**config.mk**
```make
export PLATFORM = sky130hd
export DESIGN_NAME = cpu_8bit_alu_with_flags_top
export DESIGN_NICKNAME = d
export VERILOG_FILES = /design/src/hw/rtl/alu8_pkg.sv /design/src/hw/rtl/cpu_8bit_alu_with_flags_top.sv /design/src/hw/rtl/alu8_core.sv
export SDC_FILE = /design/constraint.sdc
export NUM_CORES = 1
export LEC_CHECK = 0
export ABC_AREA = 1
export BUFFER_PORTS_ARGS = -buffer_cell sky130_fd_sc_hd__clkbuf_2
export CORE_MARGIN = 2
export CORE_UTILIZATION = 30
export CTS_BUF_LIST = sky130_fd_sc_hd__clkbuf_8
export DETAILED_ROUTE_END_ITERATION = 8
export MAX_ROUTING_LAYER = met4
export PLACE_DENSITY = 0.49
export SLEW_MARGIN = 20
export SYNTH_ARGS = -nofsm -noshare
export SYNTH_HDL_FRONTEND = slang
export SYNTH_SLANG_ARGS = --single-unit
```
**constraint.sdc**
```tcl
create_clock -name clk -period 8 [get_ports clk]
set_input_delay 0.4 -clock clk [delete_from_list [all_inputs] [get_ports clk]]
set_output_delay 0.4 -clock clk [all_outputs]
set_load 0.01 [all_outputs]
```
**src/hw/rtl/alu8_pkg.sv**
```systemverilog
// Shared types and operation codes for the 8-bit ALU with Z N H C flags.
// No dependencies; used by alu8_core, the top level and the checker.

package alu8_pkg;

    localparam logic [4:0] FUNC_ADD  = 5'd0;
    localparam logic [4:0] FUNC_ADC  = 5'd1;
    localparam logic [4:0] FUNC_SUB  = 5'd2;
    localparam logic [4:0] FUNC_SBC  = 5'd3;
    localparam logic [4:0] FUNC_AND  = 5'd4;
    localparam logic [4:0] FUNC_OR   = 5'd5;
    localparam logic [4:0] FUNC_XOR  = 5'd6;
    localparam logic [4:0] FUNC_CP   = 5'd7;
    localparam logic [4:0] FUNC_INC  = 5'd8;
    localparam logic [4:0] FUNC_DEC  = 5'd9;
    localparam logic [4:0] FUNC_SWAP = 5'd10;
    localparam logic [4:0] FUNC_DAA  = 5'd11;
    localparam logic [4:0] FUNC_RLC  = 5'd12;
    localparam logic [4:0] FUNC_RRC  = 5'd13;
    localparam logic [4:0] FUNC_RL   = 5'd14;
    localparam logic [4:0] FUNC_RR   = 5'd15;
    localparam logic [4:0] FUNC_SLA  = 5'd16;
    localparam logic [4:0] FUNC_SRA  = 5'd17;
    localparam logic [4:0] FUNC_SRL  = 5'd18;
    localparam logic [4:0] FUNC_BIT  = 5'd19;
    localparam logic [4:0] FUNC_SET  = 5'd20;
    localparam logic [4:0] FUNC_RES  = 5'd21;

    // Flag positions inside a packed flag nibble
    localparam int FLAG_Z = 3;
    localparam int FLAG_N = 2;
    localparam int FLAG_H = 1;
    localparam int FLAG_C = 0;

    typedef struct packed {
        logic [4:0] func;
        logic [7:0] operand_a;
        logic [7:0] operand_b;
        logic [2:0] bit_index;
        logic [3:0] flags_in;
    } alu_in_t;

    typedef struct packed {
        logic [7:0] result;
        logic [3:0] flags_out;
        logic       write_back;
    } alu_out_t;

endpackage

```
**src/hw/rtl/cpu_8bit_alu_with_flags_top.sv**
```systemverilog
// Top level of the 8-bit ALU with Z N H C flags: input register, datapath, result register.
// Depends on alu8_pkg and alu8_core.
//
//   channel   handshake        payload     accepted when
//   -------   --------------   ---------   ------------------------------
//   command   start / busy     cmd         start high and busy low
//   result    done (strobe)    rsp         every cycle done is high
//
// One operation word enters per clock; busy stays low. The word is captured in
// the input register, passes the datapath and lands in the result register, so
// its result shows on rsp with done straight from the result register, for one
// cycle only. rst_n clears both valid flags at once; payload registers are not reset.
// The receiver cannot stall, so nothing ever holds the pipeline.

module cpu_8bit_alu_with_flags_top (
    input  logic               clk,
    input  logic               rst_n,
    input  logic               start,
    output logic               busy,
    input  alu8_pkg::alu_in_t  cmd,
    output logic               done,
    output alu8_pkg::alu_out_t rsp
);

    logic               in_valid_reg;
    alu8_pkg::alu_in_t  in_reg;
    logic               out_valid_reg;
    alu8_pkg::alu_out_t out_reg;
    alu8_pkg::alu_out_t out_next;

    assign busy = 1'b0;

    always_ff @(posedge clk or negedge rst_n)
    begin
        if (!rst_n)
        begin
            in_valid_reg  <= 1'b0;
            out_valid_reg <= 1'b0;
        end
        else
        begin
            in_valid_reg  <= start;
            out_valid_reg <= in_valid_reg;
        end
    end

    always_ff @(posedge clk)
    begin
        if (start)
            in_reg <= cmd;
        if (in_valid_reg)
            out_reg <= out_next;
    end

    alu8_core u_core (
        .cmd (in_reg),
        .rsp (out_next)
    );

    assign done = out_valid_reg;
    assign rsp  = out_reg;

endmodule

```
**src/hw/rtl/alu8_core.sv**
```systemverilog
// Combinational datapath of the 8-bit ALU: one operation word in, one result word out.
// Depends on alu8_pkg for the word types and operation codes.

module alu8_core (
    input  alu8_pkg::alu_in_t  cmd,
    output alu8_pkg::alu_out_t rsp
);

    logic [7:0] a;
    logic [7:0] b;
    logic [3:0] f;
    logic       cin;
    logic       c_use;
    logic [8:0] sum9;
    logic [4:0] sum5;
    logic [8:0] dif9;
    logic [4:0] dif5;
    logic [7:0] inc_r;
    logic [7:0] dec_r;
    logic       daa_c1;
    logic [7:0] daa_r1;
    logic       daa_cf;
    logic       daa_c2;
    logic [7:0] daa_r2;
    logic [7:0] bit_mask;
    logic [7:0] r;
    logic [3:0] nf;
    logic       wb;

    assign a   = cmd.operand_a;
    assign b   = cmd.operand_b;
    assign f   = cmd.flags_in;
    assign cin = f[alu8_pkg::FLAG_C];

    // carry or borrow enters only for adc and sbc
    assign c_use = ((cmd.func == alu8_pkg::FUNC_ADC) || (cmd.func == alu8_pkg::FUNC_SBC)) & cin;

    assign sum9 = {1'b0, a} + {1'b0, b} + {8'd0, c_use};
    assign sum5 = {1'b0, a[3:0]} + {1'b0, b[3:0]} + {4'd0, c_use};
    assign dif9 = {1'b0, a} - {1'b0, b} - {8'd0, c_use};
    assign dif5 = {1'b0, a[3:0]} - {1'b0, b[3:0]} - {4'd0, c_use};

    assign inc_r = a + 8'd1;
    assign dec_r = a - 8'd1;

    // decimal adjust: low-nibble fix first, then high-nibble fix on the adjusted value
    assign daa_c1 = (a[3:0] > 4'd9) || f[alu8_pkg::FLAG_H];
    always_comb
    begin
        if (f[alu8_pkg::FLAG_N])
        begin
            daa_r1 = daa_c1 ? (a - 8'h06) : a;
            daa_cf = daa_c1 ? (daa_r1[7:4] == 4'hF) : f[alu8_pkg::FLAG_C];
        end
        else
        begin
            daa_r1 = daa_c1 ? (a + 8'h06) : a;
            daa_cf = daa_c1 ? (daa_r1[7:4] == 4'h0) : f[alu8_pkg::FLAG_C];
        end
        daa_c2 = (daa_r1[7:4] > 4'h9) || daa_cf;
        if (!daa_c2)
            daa_r2 = daa_r1;
        else if (f[alu8_pkg::FLAG_N])
            daa_r2 = daa_r1 - 8'h60;
        else
            daa_r2 = daa_r1 + 8'h60;
    end

    assign bit_mask = 8'd1 << cmd.bit_index;

    always_comb
    begin
        r  = a;
        nf = f;
        wb = 1'b1;
        unique case (cmd.func)
            alu8_pkg::FUNC_ADD, alu8_pkg::FUNC_ADC:
            begin
                r  = sum9[7:0];
                nf = {sum9[7:0] == 8'd0, 1'b0, sum5[4], sum9[8]};
            end
            alu8_pkg::FUNC_SUB, alu8_pkg::FUNC_SBC:
            begin
                r  = dif9[7:0];
                nf = {dif9[7:0] == 8'd0, 1'b1, dif5[4], dif9[8]};
            end
            alu8_pkg::FUNC_CP:
            begin
                nf = {dif9[7:0] == 8'd0, 1'b1, dif5[4], dif9[8]};
                wb = 1'b0;
            end
            alu8_pkg::FUNC_AND:
            begin
                r  = a & b;
                nf = {(a & b) == 8'd0, 1'b0, 1'b1, 1'b0};
            end
            alu8_pkg::FUNC_OR:
            begin
                r  = a | b;
                nf = {(a | b) == 8'd0, 3'b000};
            end
            alu8_pkg::FUNC_XOR:
            begin
                r  = a ^ b;
                nf = {(a ^ b) == 8'd0, 3'b000};
            end
            alu8_pkg::FUNC_INC:
            begin
                r  = inc_r;
                nf = {inc_r == 8'd0, 1'b0, a[3:0] == 4'hF, f[alu8_pkg::FLAG_C]};
            end
            alu8_pkg::FUNC_DEC:
            begin
                r  = dec_r;
                nf = {dec_r == 8'd0, 1'b1, a[3:0] == 4'h0, f[alu8_pkg::FLAG_C]};
            end
            alu8_pkg::FUNC_SWAP:
            begin
                r  = {a[3:0], a[7:4]};
                nf = {a == 8'd0, 3'b000};
            end
            alu8_pkg::FUNC_DAA:
            begin
                r  = daa_r2;
                nf = {daa_r2 == 8'd0, f[alu8_pkg::FLAG_N], f[alu8_pkg::FLAG_H], daa_cf};
            end
            alu8_pkg::FUNC_RLC:
            begin
                r  = {a[6:0], a[7]};
                nf = {a == 8'd0, 2'b00, a[7]};
            end
            alu8_pkg::FUNC_RRC:
            begin
                r  = {a[0], a[7:1]};
                nf = {a == 8'd0, 2'b00, a[0]};
            end
            alu8_pkg::FUNC_RL:
            begin
                r  = {a[6:0], cin};
                nf = {{a[6:0], cin} == 8'd0, 2'b00, a[7]};
            end
            alu8_pkg::FUNC_RR:
            begin
                r  = {cin, a[7:1]};
                nf = {{cin, a[7:1]} == 8'd0, 2'b00, a[0]};
            end
            alu8_pkg::FUNC_SLA:
            begin
                r  = {a[6:0], 1'b0};
                nf = {a[6:0] == 7'd0, 2'b00, a[7]};
            end
            alu8_pkg::FUNC_SRA:
            begin
                r  = {a[7], a[7:1]};
                nf = {a[7:1] == 7'd0, 2'b00, a[0]};
            end
            alu8_pkg::FUNC_SRL:
            begin
                r  = {1'b0, a[7:1]};
                nf = {a[7:1] == 7'd0, 2'b00, a[0]};
            end
            alu8_pkg::FUNC_BIT:
            begin
                nf = {(a & bit_mask) == 8'd0, 1'b0, 1'b1, f[alu8_pkg::FLAG_C]};
                wb = 1'b0;
            end
            alu8_pkg::FUNC_SET:
                r = a | bit_mask;
            alu8_pkg::FUNC_RES:
                r = a & ~bit_mask;
            default:
                // pass the operand and flags through, store nothing
                wb = 1'b0;
        endcase
    end

    assign rsp.result     = r;
    assign rsp.flags_out  = nf;
    assign rsp.write_back = wb;

endmodule

```
== Word-level counts from Yosys, hierarchy flattened ==
Index checks and enable logic that the tools add are counted.
Word-level totals
  memory bits (writable): 0
  output and inout bits: 15
  latch bits: 0
  memories kept: 0
  logic and storage cells: 94
  memory bits (read-only): 0
  register bits after elaboration: 43
Operators by class
  magnitude comparators: 2
  eq/ne operators: 23
  muxes and demuxes: 11
  reduce and logical (&&, ||, !) cells: 25
  bitwise operators: 8
  div/mod/pow operators: 0
  multiply operators: 0
  add/subtract/negate cells: 14
  shift operators: 1
Operator list (number)
  8-bit one-hot mux with 18 select lines: 1
  8-bit zero test: 12
  4-bit one-hot mux with 16 select lines: 1
  5-bit by 4-bit == test with 1-bit output (second input constant): 8
  8-bit two-way mux: 5
  5-bit == test (second input constant): 6
  8-bit bitwise AND: 3
  5-bit by 3-bit == test with 1-bit output (second input constant): 4
  20-bit OR reduction: 1
  8-bit OR: 2
  7-bit zero test: 2
  5-bit by 2-bit == test with 1-bit output (second input constant): 2
  8-bit by 8-bit adder with 9-bit output: 1
  9-bit by 1-bit adder with 9-bit output: 1
  8-bit by 8-bit subtractor with 9-bit output: 1
  9-bit by 1-bit subtractor with 9-bit output: 1
  8-bit by 1-bit adder with 8-bit output (second input constant): 1
  8-bit by 3-bit adder with 8-bit output (second input constant): 1
  8-bit by 7-bit adder with 8-bit output (second input constant): 1
  4-bit == test (second input constant): 2
  4-bit > comparator (second input constant): 2
  4-bit zero test: 2
  8-bit inverter: 1
  1-bit by 3-bit left shift with 8-bit output (first input constant): 1
  other kinds (15): 22

== Depth between registers and ports, before layout ==
Gate-level depths: netlist of run 1.
  depth after elaboration: 10
  mapped depth: 22
  gate-level depth less buffers: 21

== Modules after synthesis ==
A second synthesis of run 1 with hierarchy kept.
Unflattened totals
  cell total of the unflattened synthesis: 616
  area, all modules: 4616.9 um^2
By module, submodules not included
  alu8_core: seq. area each 0.0 um^2, area an instance 3324.4 um^2, times used 1, cells each 571
  cpu_8bit_alu_with_flags_top: seq. area each 1281.2 um^2, area an instance 1292.5 um^2, times used 1, cells each 45

== Worst setup path after synthesis of run 1 ==
Ideal clock, no wire load.
  path kind: register to register
  from: register in_reg[26] (netlist name)
  to: register out_reg (netlist bit rsp[4]) (data pin)
  clock period less this slack: 3.172 ns
  data required time: 7.741 ns
  arrival time: 2.913 ns
  buffers on the path: 0
  setup slack: 4.828 ns
  stages on the path, launching flop included: 19
  path through: edfxtp_1 nor2_1 inv_1 nor4_1 inv_1 fa_1 fa_1 o21ai_0 nand2_1 nand2_1 nand2_1 nand2_1 nand2_1 xor2_1 nor2_1 nand3_1 nand4_1 nor2_1 nand3_2
RTL lines
  from (decl): line cpu_8bit_alu_with_flags_top.sv:26  | alu8_pkg::alu_in_t in_reg;
  from (signal assigned): line cpu_8bit_alu_with_flags_top.sv:50  | in_reg <= cmd;
  to (signal assigned): line cpu_8bit_alu_with_flags_top.sv:52  | out_reg <= out_next;
  to (decl): line cpu_8bit_alu_with_flags_top.sv:28  | alu8_pkg::alu_out_t out_reg;

==> impl_results.md, run 1 <==
- Worst skew pair latency: 0.33 ns
- Via count: 4680
- Reg clk slew, reported paths: 0.11 ns
- DR WL/cell: 21.27 µm
- Initial antenna violation count: 0
- Core Area: 14640 µm²
- Critical Path Slowest Stage Cell: nor4_1
- Fillers: 1581
- Critical path buffers and inverters: 2
- Die span in x: 127.1 µm
- Avg Inst Size Synth: 7.194 µm²
- Pre-antenna DRT Iters: 5
- Ys flop type: edfxtp_1
- Most frequent cell after synthesis: nand2_1
- Max reg flops: 28
- Cell Chain, Critical Path: nor2_1 > inv_1 > nor4_1 > inv_1 > fa_1 > fa_1 > o21ai_0 > nand2_1 > o21ai_0 > a21oi_1 > a2111oi_1 > o2111ai_1
- ANT nets after route: 0
- Mapped Cells: 632
- Largest net degree at the start of global routing: 30
- Leak: 2.298 nW
- Initial Utilization: 0.3105
- Synthesized Nets: 705
- Startpoint types: flip-flop
- Routed WL: 18.25 mm
- Largest area contributor in the netlist: edfxtp_1
- CTS Sinks: 43
- Layout cell share with drive strength beyond 1: 0.1231
- Clk buf depth: 2
- Area contributors post-synth: edfxtp_1 27%, nand2_1 12%, ha_1 10%, inv_1 7.0%, nor2_1 5.1%
- Gp weighted congestion: 0.9716
- Asr flop ratio synth: 0.04651
- Final setup violation count: 0
- Synthesized area: 4547 µm²
- Post-synthesis register bit count: 43
- Hold Path Class: input port to flip-flop
- DRC: 0
- Max-slew headroom: 0.3505
- Total Negative Setup Slacks: 0 ns
- Peak supply drop: 96.74 µV
- Vias per std cell: 5.455
- DR iter-0 viols: 365
- Die height: 127.1 µm
- H-Tree Depth: 2
- Critical Path RT: 8.02 ns
- Library cells used by synthesis: 50
- Buffers on Ports: 44
- Clock skew: 0.02152 ns
- CP max FO: 6
- Vias in the first global route: 4436
- Status: completed
- TritonCTS buffer count: 5
- Hold Violations, Final: 0
- Worst-margin pin slew: 0.9654 ns
- Die footprint: 16160 µm²
- Synth warn: 0
- Commonest cells post-synth: 143 x nand2_1, 85 x inv_1, 62 x nor2_1, 45 x nand3_1, 41 x edfxtp_1
- Critical path endpoint category: flip-flop
- Fin crit period: 4.413 ns
- First-pass GRT wire length: 27.69 mm
- CP max stage delay: 0.74 ns
- Syn-to-layout area delta: 11.01%
- Critical path data arrival time: 4.43 ns
- Post-synth EDFFs: 41
- Share of the synthesized area in the top cell type: 0.2708
- Num rows: 44
- Dpl hpwl: 14.32 mm
- Non-Filler Instances: 858
- WS Path Type: flip-flop to flip-flop
- Cts repair resizes: 0
- Ant. Diodes: 0
- CP top delay family: compound AO/OA/AOI/OAI gates
- Number of max-cap violations: 0
- Register area: 1281 µm²
- I/O Pins: 46
- Final nets: 746
- GR Overflow Total: 0
- Multi-input gate area: 2810 µm²
- Final cycle utilization of the critical path: 0.5517
- Placed insts: 849
- FMAX: 0.2266 GHz
- Root Driver: clkbuf_8
- CTS tree: done
- GR Util All Layers: 0.2374
- Max-slew violations: 0
- RSZ-0062 raised after global routing: no
- Sequential share of the synthesized area: 0.2818
- Power per cell area: 168.0 nW/µm²
cells by family after synthesis:
| group | after synthesis | share of synthesized area |
|---|---|---|
| AOI/OAI and AO/OA | 106 | 0.1464 |
| xor gates and xnor gates | 24 | 0.04623 |
| buffers and inverters | 107 | 0.1004 |
| and+or+nand+nor | 309 | 0.3021 |
| DFF | 43 | 0.2818 |
| other | 1 | 0.0008247 |
| adders and majority gates | 42 | 0.1222 |
metal layers:
metal	global-route usage	wire, µm
met5	-	0
met4	0.08662	703
met3	0.04188	1333
met2	0.3624	8085
met1	0.3170	8125
cells in the final DEF (no fill, tap or decap), drive strengths merged, types with 2 or more instances in the layout:
| master | n |
|---|---|
| nand2 | 151 |
| inv | 93 |
| nor2 | 69 |
| clkbuf | 50 |
| nand3 | 47 |
| edfxtp | 41 |
| ha | 38 |
| o21ai | 33 |
| o22ai | 21 |
| a21oi | 19 |
| xor2 | 17 |
| nor3 | 15 |
| nand4 | 13 |
| a211oi | 8 |
| o2111ai | 7 |
| xnor2 | 7 |
| nor4 | 7 |
| o211ai | 5 |
| fa | 4 |
| clkinv | 3 |
| a2111oi | 3 |
| or2 | 3 |
| nand3b | 2 |
| a31oi | 2 |
| dfrtp | 2 |
| a22oi | 2 |
power breakdown:
part | switching [mW] | total, mW | internal (mW)
logic | 0.229 | 0.339 | 0.110
clock network | 0.0951 | 0.198 | 0.103
registers | 0.0321 | 0.311 | 0.279
layout make-up:
class / count / share of cell area
inverter: 95 / 0.07263
multi-input combinational: 482 / 0.5568
clock buffer: 6 / 0.01636
timing repair buffer: 46 / 0.04710
sequential: 43 / 0.2538
clock inverter: 2 / 0.007685
tap: 184 / 0.04561
worst paths after layout:
check,slack (ns),endpoint,startpoint,cells past startpoint
max in group asynchronous,7.52,done,rst_n,2
worst min-delay path,0.23,in_reg[19],cmd[19],1
worst max-delay path,3.59,rsp[2],in_reg[26],12
min in group asynchronous,0.38,in_valid_reg,rst_n,2
worst max register to register,3.59,rsp[2],in_reg[26],12
worst min register to register,0.67,rsp[4],in_reg[3],2
stage by stage:
step | worst slack (ns) | util | total power, mW | area (µm²) | hold WS (ns)
2_1_floorplan | 4.828 | - | 0.5287 | 4547 | 0.1044
3_3_place_gp | 3.286 | 0.3356 | 0.6506 | 4915 | 0.1885
3_5_place_dp | 3.746 | 0.3357 | 0.6472 | 4916 | 0.1925
4_1_cts | 3.697 | 0.3447 | 0.8520 | 5047 | 0.2199
5_1_grt | 3.481 | 0.3447 | 0.9046 | 5047 | 0.2130
6_report | 3.587 | 0.3447 | 0.8478 | 5047 | 0.2272
what timing repair did:
item	in CTS	in global routing
setup buffers	0	0
setup endpoints to repair	0	0
hold endpoints to repair	2	0
hold buffers	1	0
Note: power is estimated with default switching activity, not from simulation.
==> run 2, diff against run 1 <==
- clock period: 8 -> 4.59 ns (I/O delays scaled with it)
==> run 2 against run 1 <==
  * Clock power rose by 41%
  * Sequential cell count stayed put
  * Count of clock-buffer cells in the layout did not move
  * Register-to-register slack worse by 2.8 ns
  * Maximum frequency increased by 16%
  * Worst hold slack worse by 0.16 ns
  * Critical path depth is 1 higher
==> impl_results.md, run 2 (synthesis gave the netlist of run 1 again) <==
- CP top delay family: compound AO/OA/AOI/OAI gates
- Die height: 127.1 µm
- Crit Reg-Reg Startpoint: in_reg[26]
- Dpl hpwl: 14.06 mm
- Critical Path RT: 4.62 ns
- Hold Path Class: input port to flip-flop
- Initial Utilization: 0.3105
- Ant. Diodes: 0
- Buffers on Ports: 44
- DR WL/cell: 20.36 µm
- Layout cell share with drive strength beyond 1: 0.1360
- Final nets: 756
- Hold_ws: 0.06799 ns
- Hold-fix buffers, CTS: 1
- CP max FO: 6
- H-Tree Depth: 2
- Cell Chain, Critical Path: nor2_1 > inv_1 > nor4_1 > buf_4 > inv_1 > fa_1 > fa_1 > o21ai_0 > nand2_1 > o21ai_0 > a21oi_1 > a2111oi_0 > o2111ai_1
- Gp weighted congestion: 0.9689
- Leak: 2.331 nW
- RSZ-0062 raised after global routing: no
- Critical path buffers and inverters: 3
- Core Area: 14640 µm²
- Vias in the first global route: 4520
- Most common cell after layout, fill and taps aside: nand2_1
- First-pass GRT wire length: 26.72 mm
- DRC: 0
- Fillers: 1618
- Power per cell area: 275.6 nW/µm²
- Critical path endpoint category: flip-flop
- Reg clk slew, reported paths: 0.10 ns
- Most frequent cells in the layout: 143 x nand2_1, 85 x inv_1, 62 x nor2_1
- Worst skew pair latency: 0.33 ns
- Final setup violation count: 0
- Routed WL: 17.68 mm
- Final cycle utilization of the critical path: 0.8264
- Number of max-cap violations: 0
- Clock skew: 0.009761 ns
- Die footprint: 16160 µm²
- Critical Path Slowest Stage Cell: a2111oi_0
- Initial antenna violation count: 0
- WS Path Type: flip-flop to flip-flop
- Startpoint types: flip-flop
- DR iter-0 viols: 450
- GR Util All Layers: 0.2282
- GR Overflow Total: 0
- Max-slew headroom: 0.4612
- Critical path data arrival time: 3.82 ns
- Final worst slack: 0.7967 ns
- FMAX: 0.2636 GHz
- Pre-antenna DRT Iters: 6
- Final core occ: 0.3482
- CTS Sinks: 43
- Syn-to-layout area delta: 12.14%
- Max reg flops: 28
- Clk buf depth: 2
- Cts repair resizes: 0
- CTS tree: done
- Status: completed
- Num rows: 44
- Vias per std cell: 5.317
- Hold Violations, Final: 0
- Largest net degree at the start of global routing: 30
- Root Driver: clkbuf_8
- I/O Pins: 46
- Total Negative Setup Slacks: 0 ns
- Die span in x: 127.1 µm
- TritonCTS buffer count: 5
- Dpl ws: 0.8125 ns
- Postcts setup bufs: 0
- Fin crit period: 3.793 ns
- Hold path start: cmd[2]
- CP max stage delay: 0.60 ns
- Peak supply drop: 139.6 µV
- Worst-margin pin slew: 0.8082 ns
- Multi-input gate area: 2809 µm²
- Crit path from: in_reg[26]
- ANT nets after route: 0
- Max-slew violations: 0
- Via count: 4615
- Register area: 1281 µm²
==> run 2: cell count changes in the layout (fill, tap and decap cells not counted), sizes merged <==
cell      before  now
bufinv         1    0
clkinvlp       0    1
inv           93   92
clkinv         3    4
buf            1   11
==> run 2: area by class of cell <==
| cell class | instances | share of cell area |
|---|---|---|
| Multi-Input combinational cell | 482 | 0.5509 |
| Sequential cell | 43 | 0.2513 |
| Inverter | 95 | 0.07190 |
| Timing Repair Buffer | 56 | 0.06135 |
| Tap cell | 184 | 0.04515 |
| Clock buffer | 6 | 0.01620 |
| Clock inverter | 2 | 0.003190 |
==> run 2: through the flow <==
step           instances  power (mW)  cell area [µm²]
2_1_floorplan        632      0.9215             4547
3_3_place_gp         859       1.128             4990
3_5_place_dp         859       1.125             4990
4_1_cts              868       1.414             5099
5_1_grt              868       1.504             5099
6_report             868       1.405             5099
==> run 2: metal layers <==
| layer | global-route usage | vias up | routed length, µm |
|---|---|---|---|
| li1 | - | 2240 | - |
| met1 | 0.2954 | 2112 | 7858 |
| met2 | 0.3580 | 222 | 7873 |
| met3 | 0.03936 | 41 | 1321 |
| met4 | 0.08791 | 0 | 623 |
| met5 | - | - | 0 |
==> run 2: where the power goes <==
group | internal [mW] | leakage (nW) | switching [mW]
logic | 0.199 | 1.86 | 0.402
clock network | 0.123 | 0.0474 | 0.157
registers | 0.486 | 0.424 | 0.0387
total | 0.808 | 2.33 | 0.598
==> run 2: worst reg2reg max path, delay by kind of cell, from the launching register on <==
kind	cells	cell delay [ns]
buffers and inverters	3	0.33
AND/OR/NAND/NOR	3	0.52
AO/OA/AOI/OAI	5	1.35
adder cells (fa/ha/maj)	2	0.82
flip-flops	1	0.47
==> run 2: path summary, 6_finish.rpt <==
path                                      to  slack [ns]  depth (start not counted)
worst max-delay path                  rsp[2]        0.80                         13
worst min-delay path               in_reg[2]        0.07                          1
worst max register to register        rsp[2]        0.80                         13
worst min register to register        rsp[4]        0.63                          2
max in group asynchronous               done        4.28                          2
min in group asynchronous       in_valid_reg        0.21                          2
==> run 3, diff against run 2 <==
- PLACE_DENSITY: 0.49 -> 0.51
- clock period: 4.59 -> 3.2 ns (I/O delays scaled with it)
==> run 3 against run 2 <==
  * Die area stayed put
  * Clock skew is 0.015 ns higher
  * Count of clock-buffer cells in the layout is 1 lower
  * Routed wire length is 2.2% higher
  * Via count is 4.9% higher
  * Largest cell class unchanged
==> impl_results.md, run 3 (synthesis gave the netlist of run 1 again) <==
- Hold Path Class: input port to flip-flop
- Critical Path Slowest Stage Cell: edfxtp_1
- CTS Sinks: 43
- Hold path depth: 1
- Hold path start: cmd[27]
- Critical path buffers and inverters: 3
- First-pass GRT wire length: 27.33 mm
- I/O Pins: 46
- Clk buf depth: 2
- Ant. Diodes: 0
- Hold Violations, Final: 0
- Max reg flops: 28
- Leak: 2.623 nW
- Final setup violation count: 0
- Pre-antenna DRT Iters: 6
- Cell count along the critical path: 19
- DR iter-0 viols: 423
- Crit path from: in_reg[25]
- Clock skew: 0.02509 ns
- Max-slew violations: 0
- Max-slew headroom: 0.4737
- Die footprint: 16160 µm²
- Num rows: 44
- DR WL/cell: 19.51 µm
- Most common cell after layout, fill and taps aside: nand2_1
- ANT nets after route: 0
- Hold_ws: 0.009014 ns
- Cell Chain, Critical Path: nor2_2 > inv_2 > nor4_2 > buf_4 > inv_1 > fa_2 > fa_2 > o21ai_2 > nand2_1 > nand2_1 > nand2_1 > nand2_1 > nand2_2 > xor2_2 > nor2_1 > nand3_1 > nand4_1 > nor2_2 > nand3_2
- Number of max-cap violations: 0
- Worst-margin pin slew: 0.7895 ns
- Dpl hpwl: 14.31 mm
- CP max stage delay: 0.41 ns
- Fin crit period: 3.050 ns
- Die height: 127.1 µm
- Vias per std cell: 5.230
- CTS tree: done
- Critical path endpoint category: flip-flop
- Status: completed
- CP top delay family: simple AND/OR/NAND/NOR gates
- Critical Path RT: 3.28 ns
- Startpoint types: flip-flop
- FF-to-FF path depth: 19
- Gp weighted congestion: 0.9686
- Total Negative Setup Slacks: 0 ns
- Initial Utilization: 0.3105
- Most frequent cells in the layout: 138 x nand2_1, 85 x inv_1, 57 x nor2_1
- Layout cell share with drive strength beyond 1: 0.2062
- Routed WL: 18.07 mm
- TritonCTS buffer count: 5
- Most numerous cell on the critical path: nand2_1
- Vias in the first global route: 4651
- Power per cell area: 376.4 nW/µm²
- GR Overflow Total: 0
- GR Util All Layers: 0.2321
- Reg clk slew, reported paths: 0.09 ns
- Core Area: 14640 µm²
- Non-Filler Instances: 926
- Final cycle utilization of the critical path: 0.9532
- WS Path Type: flip-flop to flip-flop
- Via count: 4843
- DRC: 0
- Worst skew pair latency: 0.34 ns
- Peak supply drop: 168.1 µV
- Placed insts: 890
- CP max FO: 2
- Initial antenna violation count: 0
- Crit Reg-Reg Startpoint: in_reg[25]
- Largest net degree at the start of global routing: 30
- Root Driver: clkbuf_8
- Die span in x: 127.1 µm
- Buffers on Ports: 44
- FMAX: 0.3278 GHz
- Fillers: 1595
- H-Tree Depth: 2
- Critical path data arrival time: 3.13 ns
- Syn-to-layout area delta: 25.59%
- Final nets: 814
run 3: cell count changes in the layout (fill, tap and decap cells not counted), moves of 5 or more:
cell,delta
buf_4,+32
dlygate4sd3_1,+26
nand2_1,-5
nand2_2,+5
nor2_1,-5
nor2_2,+5
run 3: layout make-up:
| class | instances | area, µm² | area share |
|---|---|---|---|
| clock inverter | 3 | 16.27 | 0.002848 |
| inverter | 95 | 366.6 | 0.06420 |
| multi-input combinational | 482 | 2934 | 0.5138 |
| clock buffer | 5 | 68.82 | 0.01205 |
| timing repair buffer | 114 | 813.3 | 0.1424 |
| sequential | 43 | 1281 | 0.2244 |
| tap | 184 | 230.2 | 0.04032 |
run 3: power by group:
group / total [mW] / switching [mW] / leakage (nW) / internal, mW
logic: 1.03 / 0.642 / 2.15 / 0.385
registers: 0.733 / 0.0365 / 0.424 / 0.696
clock network: 0.389 / 0.239 / 0.0453 / 0.150
total: 2.15 / 0.917 / 2.62 / 1.23
run 3: worst paths after layout:
path	end	slack (ns)
worst max-delay path	rsp[4]	0.15
worst min register to register	rsp[4]	0.64
min in group asynchronous	in_valid_reg	0.16
worst min-delay path	in_reg[27]	0.009
max in group asynchronous	done	2.95
worst max register to register	rsp[4]	0.15
run 3: repair_timing:
action,CTS,global route
gates resized for setup,8,28
endpoints found under the setup margin,8,9
pin swaps,1,11
hold buffers,24,3
endpoints found under the hold margin,25,3
setup buffers,0,1
gates cloned,0,0
run 3: metrics by stage:
stage                       util  total power [mW]  instance area (µm²)  worst slack, ns
after floorplan                -             1.322                 4547          0.02841
after global placement    0.3566             1.671                 5223         -0.07988
after detailed placement  0.3566             1.671                 5223          -0.2560
after CTS                 0.3806             2.093                 5573         0.008339
after global routing      0.3900             2.282                 5710        -0.003259
final                     0.3900             2.149                 5710           0.1498
run 3: layer usage:
| layer | GRT usage | vias up | routed length [µm] |
|---|---|---|---|
| li1 | - | 2355 | - |
| met1 | 0.3153 | 2237 | 8315 |
| met2 | 0.3593 | 218 | 8149 |
| met3 | 0.03559 | 33 | 1149 |
| met4 | 0.06917 | 0 | 452 |
| met5 | - | - | 0 |
